`src/rtl/cls_pkg.sv`:
```
// Package for the conflict layer scheduler.
// Holds sizing constants and the transaction and table entry types.
// No dependencies.
package cls_pkg;

    localparam int MAX_SYSTEMS    = 32;
    localparam int COMPONENT_BITS = 64;

    localparam int MASK_W  = 64;
    localparam int WMASK_W = MASK_W + 1;
    localparam int SLOT_W  = 5;
    localparam int LAYER_W = 5;
    localparam int IDX_W   = (MAX_SYSTEMS > 1) ? $clog2(MAX_SYSTEMS) : 1;
    localparam int CNT_W   = $clog2(MAX_SYSTEMS + 1);

    localparam logic [LAYER_W-1:0] LAYER_MAX = {LAYER_W{1'b1}};
    localparam logic [MASK_W-1:0]  COMP_MASK = {MASK_W{1'b1}} >> (MASK_W - COMPONENT_BITS);

    typedef struct packed {
        logic              start_batch;
        logic [MASK_W-1:0] read_mask;
        logic [MASK_W-1:0] write_mask;
        logic              serial;
    } t_in;

    typedef struct packed {
        logic [SLOT_W-1:0]  system_slot;
        logic [LAYER_W-1:0] layer;
        logic               overflow;
    } t_out;

    typedef struct packed {
        logic [MASK_W-1:0]  reads;
        logic [WMASK_W-1:0] writes;
        logic [LAYER_W-1:0] layer;
    } t_entry;

endpackage

```
`src/rtl/cls_table.sv`:
```
// System table of the conflict layer scheduler.
// One write port and one read port with registered read data.
// Depends on cls_pkg.
module cls_table import cls_pkg::*; (
    input  logic             i_clk,
    input  logic             i_wr_en,
    input  logic [IDX_W-1:0] i_wr_addr,
    input  t_entry           i_wr_data,
    input  logic             i_rd_en,
    input  logic [IDX_W-1:0] i_rd_addr,
    output t_entry           o_rd_data
);

    t_entry r_mem [MAX_SYSTEMS];
    t_entry r_rd_data;

    always_ff @(posedge i_clk) begin
        if (i_wr_en) begin
            r_mem[i_wr_addr] <= i_wr_data;
        end
        if (i_rd_en) begin
            r_rd_data <= r_mem[i_rd_addr];
        end
    end

    assign o_rd_data = r_rd_data;

endmodule

```
`src/rtl/conflict_layer_scheduler.sv`:
```
// Conflict layer scheduler: after a transaction is accepted, the stored systems of its batch are
// scanned and the result is then registered at the output; on overflow the scan is skipped.
// Input is taken only in idle, so a new transaction waits until the last result is registered,
// the one table read port visiting a stored system per cycle during the scan; output stalls delay it.
// Synchronous active-low reset empties the table and clears the output register.
// Depends on cls_pkg and cls_table.
module conflict_layer_scheduler import cls_pkg::*; (
    input  logic i_clk,
    input  logic i_rst_n,
    input  logic i_in_valid,
    output logic o_in_stall,
    input  t_in  i_in_data,
    output logic o_out_valid,
    input  logic i_out_stall,
    output t_out o_out_data
);

    typedef enum logic [1:0] {
        ST_IDLE,
        ST_SCAN,
        ST_FIN
    } t_state;

    t_state             r_state;
    logic [MASK_W-1:0]  r_rd;
    logic [WMASK_W-1:0] r_wr;
    logic [CNT_W-1:0]   r_count;
    logic [CNT_W-1:0]   r_idx;
    logic               r_pend;
    logic [LAYER_W-1:0] r_lay;
    logic               r_ovf;
    logic               r_out_valid;
    t_out               r_out;

    logic               in_acc;
    logic [CNT_W-1:0]   start_cnt;
    logic               rd_en;
    logic               out_free;
    logic               tbl_wr;
    t_entry             wr_entry;
    t_entry             rd_entry;
    logic               conflict;
    logic [LAYER_W:0]   cand_wide;
    logic [LAYER_W-1:0] cand;

    assign in_acc    = i_in_valid && (r_state == ST_IDLE);
    assign start_cnt = i_in_data.start_batch ? '0 : r_count;
    assign rd_en     = (r_state == ST_SCAN) && (r_idx < r_count);
    assign out_free  = !r_out_valid || !i_out_stall;
    assign tbl_wr    = (r_state == ST_FIN) && out_free && !r_ovf;

    assign wr_entry.reads  = r_rd;
    assign wr_entry.writes = r_wr;
    assign wr_entry.layer  = r_lay;

    cls_table u_table (
        .i_clk     (i_clk),
        .i_wr_en   (tbl_wr),
        .i_wr_addr (r_count[IDX_W-1:0]),
        .i_wr_data (wr_entry),
        .i_rd_en   (rd_en),
        .i_rd_addr (r_idx[IDX_W-1:0]),
        .o_rd_data (rd_entry)
    );

    // The serial marker sits in the top write bit, so two serial systems collide there.
    assign conflict = (|(rd_entry.writes & ({1'b0, r_rd} | r_wr)))
                   || (|(r_wr & {1'b0, rd_entry.reads}));
    assign cand_wide = {1'b0, rd_entry.layer} + {{LAYER_W{1'b0}}, 1'b1};
    assign cand      = cand_wide[LAYER_W] ? LAYER_MAX : cand_wide[LAYER_W-1:0];

    always_ff @(posedge i_clk) begin
        if (!i_rst_n) begin
            r_state     <= ST_IDLE;
            r_count     <= '0;
            r_idx       <= '0;
            r_pend      <= 1'b0;
            r_ovf       <= 1'b0;
            r_out_valid <= 1'b0;
            r_out       <= '0;
        end else begin
            if ((r_state == ST_FIN) && out_free) begin
                r_out_valid <= 1'b1;
            end else if (r_out_valid && !i_out_stall) begin
                r_out_valid <= 1'b0;
            end
            case (r_state)
                ST_IDLE: begin
                    if (in_acc) begin
                        r_rd    <= i_in_data.read_mask & COMP_MASK;
                        r_wr    <= {i_in_data.serial, i_in_data.write_mask & COMP_MASK};
                        r_count <= start_cnt;
                        r_idx   <= '0;
                        r_pend  <= 1'b0;
                        r_lay   <= '0;
                        if (start_cnt >= CNT_W'(MAX_SYSTEMS)) begin
                            r_ovf   <= 1'b1;
                            r_state <= ST_FIN;
                        end else begin
                            r_ovf   <= 1'b0;
                            r_state <= ST_SCAN;
                        end
                    end
                end
                ST_SCAN: begin
                    r_pend <= rd_en;
                    if (rd_en) begin
                        r_idx <= r_idx + CNT_W'(1);
                    end
                    if (r_pend && conflict && (cand > r_lay)) begin
                        r_lay <= cand;
                    end
                    if (!rd_en && !r_pend) begin
                        r_state <= ST_FIN;
                    end
                end
                ST_FIN: begin
                    if (out_free) begin
                        r_out.overflow <= r_ovf;
                        if (r_ovf) begin
                            r_out.system_slot <= '0;
                            r_out.layer       <= '0;
                        end else begin
                            r_out.system_slot <= SLOT_W'(r_count);
                            r_out.layer       <= r_lay;
                            r_count           <= r_count + CNT_W'(1);
                        end
                        r_state <= ST_IDLE;
                    end
                end
                default: begin
                    r_state <= ST_IDLE;
                end
            endcase
        end
    end

    assign o_in_stall  = (r_state != ST_IDLE);
    assign o_out_valid = r_out_valid;
    assign o_out_data  = r_out;

`ifndef SYNTH
    a_count_bound: assert property (@(posedge i_clk) disable iff (!i_rst_n)
        r_count <= CNT_W'(MAX_SYSTEMS))
        else $error("stored system count exceeds capacity");

    a_count_step: assert property (@(posedge i_clk) disable iff (!i_rst_n)
        (r_state == ST_FIN && out_free && !r_ovf) |=> r_count == $past(r_count) + CNT_W'(1))
        else $error("stored system count did not advance on store");

    a_ovf_zero: assert property (@(posedge i_clk) disable iff (!i_rst_n)
        (r_out_valid && r_out.overflow) |-> (r_out.system_slot == '0 && r_out.layer == '0))
        else $error("overflow result carries nonzero slot or layer");

    a_layer_mono: assert property (@(posedge i_clk) disable iff (!i_rst_n)
        (r_state == ST_SCAN && $past(r_state == ST_SCAN)) |-> r_lay >= $past(r_lay))
        else $error("layer decreased during scan");
`endif

endmodule

```
`config.mk`:
```
export PLATFORM = sky130hd
export DESIGN_NAME = conflict_layer_scheduler
export DESIGN_NICKNAME = d
export VERILOG_FILES = /design/src/rtl/cls_pkg.sv /design/src/rtl/cls_table.sv /design/src/rtl/conflict_layer_scheduler.sv
export SDC_FILE = /design/constraint.sdc
export NUM_CORES = 2
export LEC_CHECK = 0
export BUFFER_PORTS_ARGS = -buffer_cell sky130_fd_sc_hd__buf_2
export CORE_MARGIN = 10
export CORE_UTILIZATION = 50
export CTS_CLUSTER_SIZE = 25
export DETAILED_ROUTE_END_ITERATION = 8
export PLACE_DENSITY = 0.69
export SETUP_SLACK_MARGIN = 0.1
export SLEW_MARGIN = 20
export SYNTH_ARGS = -nofsm -noshare
export SYNTH_HDL_FRONTEND = slang
export SYNTH_MEMORY_MAX_BITS = 65536
export SYNTH_SLANG_ARGS = --single-unit
```
`constraint.sdc`:
```
create_clock -name i_clk -period 10.4 [get_ports i_clk]
set_input_delay 2.08 -clock i_clk [delete_from_list [all_inputs] [get_ports i_clk]]
set_output_delay 2.08 -clock i_clk [all_outputs]
set_load 0.1 [all_outputs]
```
After elaboration in Yosys (flattened, before gate mapping) --
Memories as Yosys holds them, arrays and structs flattened. A register that Yosys moved wholly into a read port is not among the register bits. Index checks and enable logic that the tools add are counted.
Word-level totals: register bits after elaboration 162, memory bits (writable) 4288, output and inout bits 13, logic and storage cells 85, memories 1
Operators by class: add/sub/neg operators 3, magnitude comparators 3, equal/unequal tests 8, multiplexer cells 25, bitwise operators 3, reduce and logical (&&, ||, !) cells 30
Memories:
- u_table.r_mem | depth 32, width 134, rd ports 1, clocked after Yosys merged registers in 1, wr ports 1, RTL line cls_table.sv:14 | t_entry r_mem [MAX_SYSTEMS];
Operator list (number):
- 65-bit OR reduction | 2
- 65-bit by 64-bit AND with 65-bit output | 1
- 65-bit AND | 1
- 64-bit by 65-bit bitwise OR with 65-bit output | 1
- 6-bit two-way mux | 6
- 6-bit case mux with 2 select lines | 2
- 5-bit two-way mux | 3
- 6-bit by 1-bit adder with 6-bit output, second input constant | 2
- 10-bit two-way mux | 1
- 5-bit case mux with 2 select lines | 1
- 3-bit AND reduction | 3
- 1-bit logical AND | 8
- 2-bit two-way mux | 4
- 2-bit inequality test, second input constant | 4
- 4-bit AND reduction | 2
- 2-bit nonzero test | 4
- 5-bit by 1-bit adder with 6-bit output, second input constant | 1
- 6-bit >= comparator, second input constant | 1
- 6-bit < comparator | 1
- 1-bit two-way mux | 6
- 2-bit case mux with 3 select lines | 1
- 2-bit AND reduction | 3
- 5-bit greater-than comparator | 1
- 1-bit zero test | 5
- other kinds (6) | 8

Depth between registers and ports, before layout --
word-level depth 8, gate-level depth with buffers 10, depth with buffers taken out 10

Cells and area by module --
Synthesis repeated with hierarchy kept, for this count alone.
Second synthesis, totals: cell total of the unflattened synthesis 7358, area total of the unflattened synthesis 170725.0 µm²
By module, submodules not included:
- cls_table | instances 1, cells an instance 6881, area an instance 164277.6 µm²
- conflict_layer_scheduler | instances 1, cells an instance 477, area an instance 6447.4 µm²

Worst setup path after synthesis --
No wires, ideal clock.
path type input port to flip-flop, start input i_out_stall, end memory u_table.r_mem[10][0] (netlist bit), enable pin, data arrival time 8.348 ns, path slack 1.422 ns, cell stages on the path 5, buffers on the path 0, cells stage by stage nand2_1 nand2_1 nor2_1 nand2_1 nor2_1
On the way: word-level cells in the longest chain between the ends 6
RTL lines:
- start, declared | RTL line conflict_layer_scheduler.sv:14 | input logic i_out_stall,
- 1-bit zero test | RTL line conflict_layer_scheduler.sv:49 | assign out_free = !r_out_valid || !i_out_stall;
- 1-bit logical OR | RTL line conflict_layer_scheduler.sv:49
- 1-bit logical AND (2 in series) | RTL line conflict_layer_scheduler.sv:50 | assign tbl_wr = (r_state == ST_FIN) && out_free && !r_ovf;
- 1-bit two-way mux | RTL line cls_table.sv:18 | if (i_wr_en) begin
- 1-bit two-way mux (implied by the code) | RTL line cls_table.sv:19 | r_mem[i_wr_addr] <= i_wr_data;
- end, declared | RTL line cls_table.sv:14
No other way between the ends.

Final worst setup path --
start input i_out_stall, end memory u_table.r_mem[5][53] (netlist bit), enable pin
The elaborated chain is that of the path after synthesis.

==> impl_metrics.toml <==
[sta]
period_share_pct = 52.2
fmax_mhz = 184
setup_viol = 0
tightest_slew_ns = 1.15
fin_worst_skew_ns = 0.0633
finalSetupTns_ns = 0
min_period_ns = 5.43
slew_headroom_pct = 23.5
hold_violations = 0
rsz0062_at_grt = "false"
slew_violations = 0

[cts]
cts_hold_buffers = 0
cts_buffer_depth = 4
cts.htree.levels = 5
cts.clk_slew.worst_paths_ns = 0.06
cts_root_buf = "clkbuf_16"
cts_tree = "done"
clk_latency_ns = 0.98
cts.sinks = 4584
cts_buffers = 441
cts_resized = 0
post-cts-setup-buffers = 0

[placed_design]
dpl.hpwl_um = 236000
io_buffers = 146
placed_cells = 11400
gp_congestion = 0.803

[floorplanning]
ioPinCount = 147
die_w_um = 607
die-area_um2 = 369000
dieHeight_um = 607
start_util_pct = 50.3
core_area_um2 = 343000
placementRows = 215

[grt]
grt_start_max_net_pins = 130
grt_pass1_vias = 80500
grt_use_total_pct = 23.4
grt-ovfl-total = 0
grt_pass1_wl_um = 622000
grt_antenna_before_repair = 27

[drt]
wl_per_cell_um = 36.0
via_count = 79600
dr.first_iter.drc_count = 11400
drc = 0
viasPerCell = 6.52
dr.pass1.iters = 5
wl_um = 440000
final_antenna_net_count = 0

[synthesis]
synth_top_family_by_area = "multiplexers"
synthCells = 6734
synth_nets = 6884
synth-async-reset-ratio_pct = 0
synth_simple_gate_area_share_pct = 0.498
synth_edf_count = 4556
synthDistinctLibCells = 48
synth_area_per_cell_um2 = 25.6
synth_top_cell_by_area = "edfxtp_1"
synth_compound_area_share_pct = 0.490
synthXorXnorAreaFrac_pct = 0.0152
synth_ff_type = "edfxtp_1"
synthMuxAreaShare_pct = 18.4
yosysSeqAreaShare_pct = 79.6
synth_area_um2 = 173000
synth_fa_ha_area_share_pct = 0.116
synth_top_cell_area_share_pct = 79.3
ys_warn_count = 0
ys_ff_latch = 4584
yosys-top-cells-area = "edfxtp_1 (79%), mux4_2 (17%), mux2_2 (0.87%)"

[pwr]
max-vdd-ir-drop_v = 0.000183
p_leak_nw = 58.4
p_per_area_nw_per_um2 = 193
power_w = 0.0377

[hold_path]
worstHoldPathType = "register to register"
min_path_cells = 2

[setup_path]
ff2ff_path_depth = 6
worstSetupPathType = "primary input to register"
critPathArrivalTime_ns = 6.02
cp.required_ns = 10.99
reg2reg_slack_ns = 5.21
path_max_fanout = 59
cp-end-kind = "register"
crit_path_start_kind = "primary input"

[flow_run]
maxCapViolations = 0

[layout]
fillCellCount = 24200
seqCellArea_um2 = 137000
finish.utilization_pct = 56.7
final_layout_size_suffix_gt1_share_pct = 33.5
area_growth_pct = 12.9
multi_input_area_um2 = 33900
fin_cells = 12200
nets = 7430

[run_status]
status = "finished, final reports clean"
-- worst max-delay path, stage by stage --
cell,delay [ns]
buf_2,0.13
nand2_1,0.13
nand2_1,0.40
nor2_1,0.57
nand2_1,0.62
nor2_4,0.93
buf_12,0.49
buf_12,0.48
-- sequential cells by signal, indices dropped and copies added, names as in the netlist --
signal and flops:
r_rd 64, o_out_data 11, u_table.o_rd_data 134, r_count 6, r_ovf 1, r_pend 1
r_wr 65, r_lay 5, u_table.r_mem 4288, r_state 2, r_idx 6, o_out_valid 1
-- cells in the final DEF (no fill, tap or decap), types with 68 or more instances in the layout --
| cell | count |
|---|---|
| clkinv_1 | 126 |
| clkinv_2 | 74 |
| o21ai_0 | 68 |
| mux4_2 | 1340 |
| buf_2 | 146 |
| mux2_2 | 134 |
| buf_4 | 234 |
| clkbuf_1 | 75 |
| edfxtp_1 | 4556 |
| clkbuf_16 | 448 |
-- through the flow --
step                hold WS (ns)  worst slack [ns]  cell area [um2]
floorplan                  0.459              1.42           173000
global placement           0.479              3.70           180000
detailed placement         0.501              4.06           180000
CTS                        0.510              5.09           195000
global route               0.550              4.87           195000
finish                     0.511              4.97           195000
-- cell usage after synthesis, types with 2 or more instances --
library cell / instances
nor2b_1: 17
buf_6: 6
mux4_2: 1340
inv_1: 16
mux2_2: 134
o2111ai_1: 3
a21boi_0: 4
and2_1: 5
mux2i_1: 5
nand3_1: 19
a22oi_1: 31
xnor2_1: 2
nor3_1: 15
nor4_1: 6
dfxtp_1: 28
buf_1: 52
buf_4: 10
nor3b_1: 2
a21oi_1: 21
nor2_1: 43
o21ai_0: 68
nand4_1: 25
ha_1: 16
or2_2: 4
nand2b_1: 6
nand2_1: 21
clkbuf_1: 183
edfxtp_1: 4556
buf_2: 76
o211ai_1: 2
-- routing by layer --
metal  GRT usage [%]  vias up  part of all wire [%]  wire length (um)
met2            38.2     4903                    49            217000
li1                -    30600                     -                 -
met3            4.18      789                   9.8             43100
met4            7.69        6                   3.6             16000
met5               0        -                 0.010                45
met1            32.4    43300                    37            164000
-- area by class of cell --
type                    instances  area share, %
clock buffers                 523           5.90
multi-input cells            1806           17.4
clock inverters               288           1.38
well taps                    4557           2.93
repair buffers                430           1.79
inverters                      17         0.0366
diodes                          9         0.0116
flip-flops and latches       4584           70.5
-- report_power, final --
part           switching (W)  internal (W)  total, W
Clock                0.00682       0.00899    0.0158
Sequential         0.0000422        0.0203    0.0204
Combinational       0.000837      0.000653   0.00149
Total                0.00770        0.0300    0.0377
-- worst paths after layout --
check                   start               endpoint
hold / removal       r_idx[5]               r_idx[5]
hold reg to reg      r_idx[5]               r_idx[5]
setup reg to reg     r_idx[1]  u_table.o_rd_data[55]
setup / recovery  i_out_stall   u_table.r_mem[5][53]
-- logic make-up after synthesis --
kind of cell,after synthesis
XOR/XNOR,3
AND/OR/NAND/NOR,168
adder cells (fa/ha/maj),16
multiplexers,1479
buffers and inverters,344
flip-flops,4584
AO/OA/AOI/OAI,140
Power figures use the tool's default switching activity.
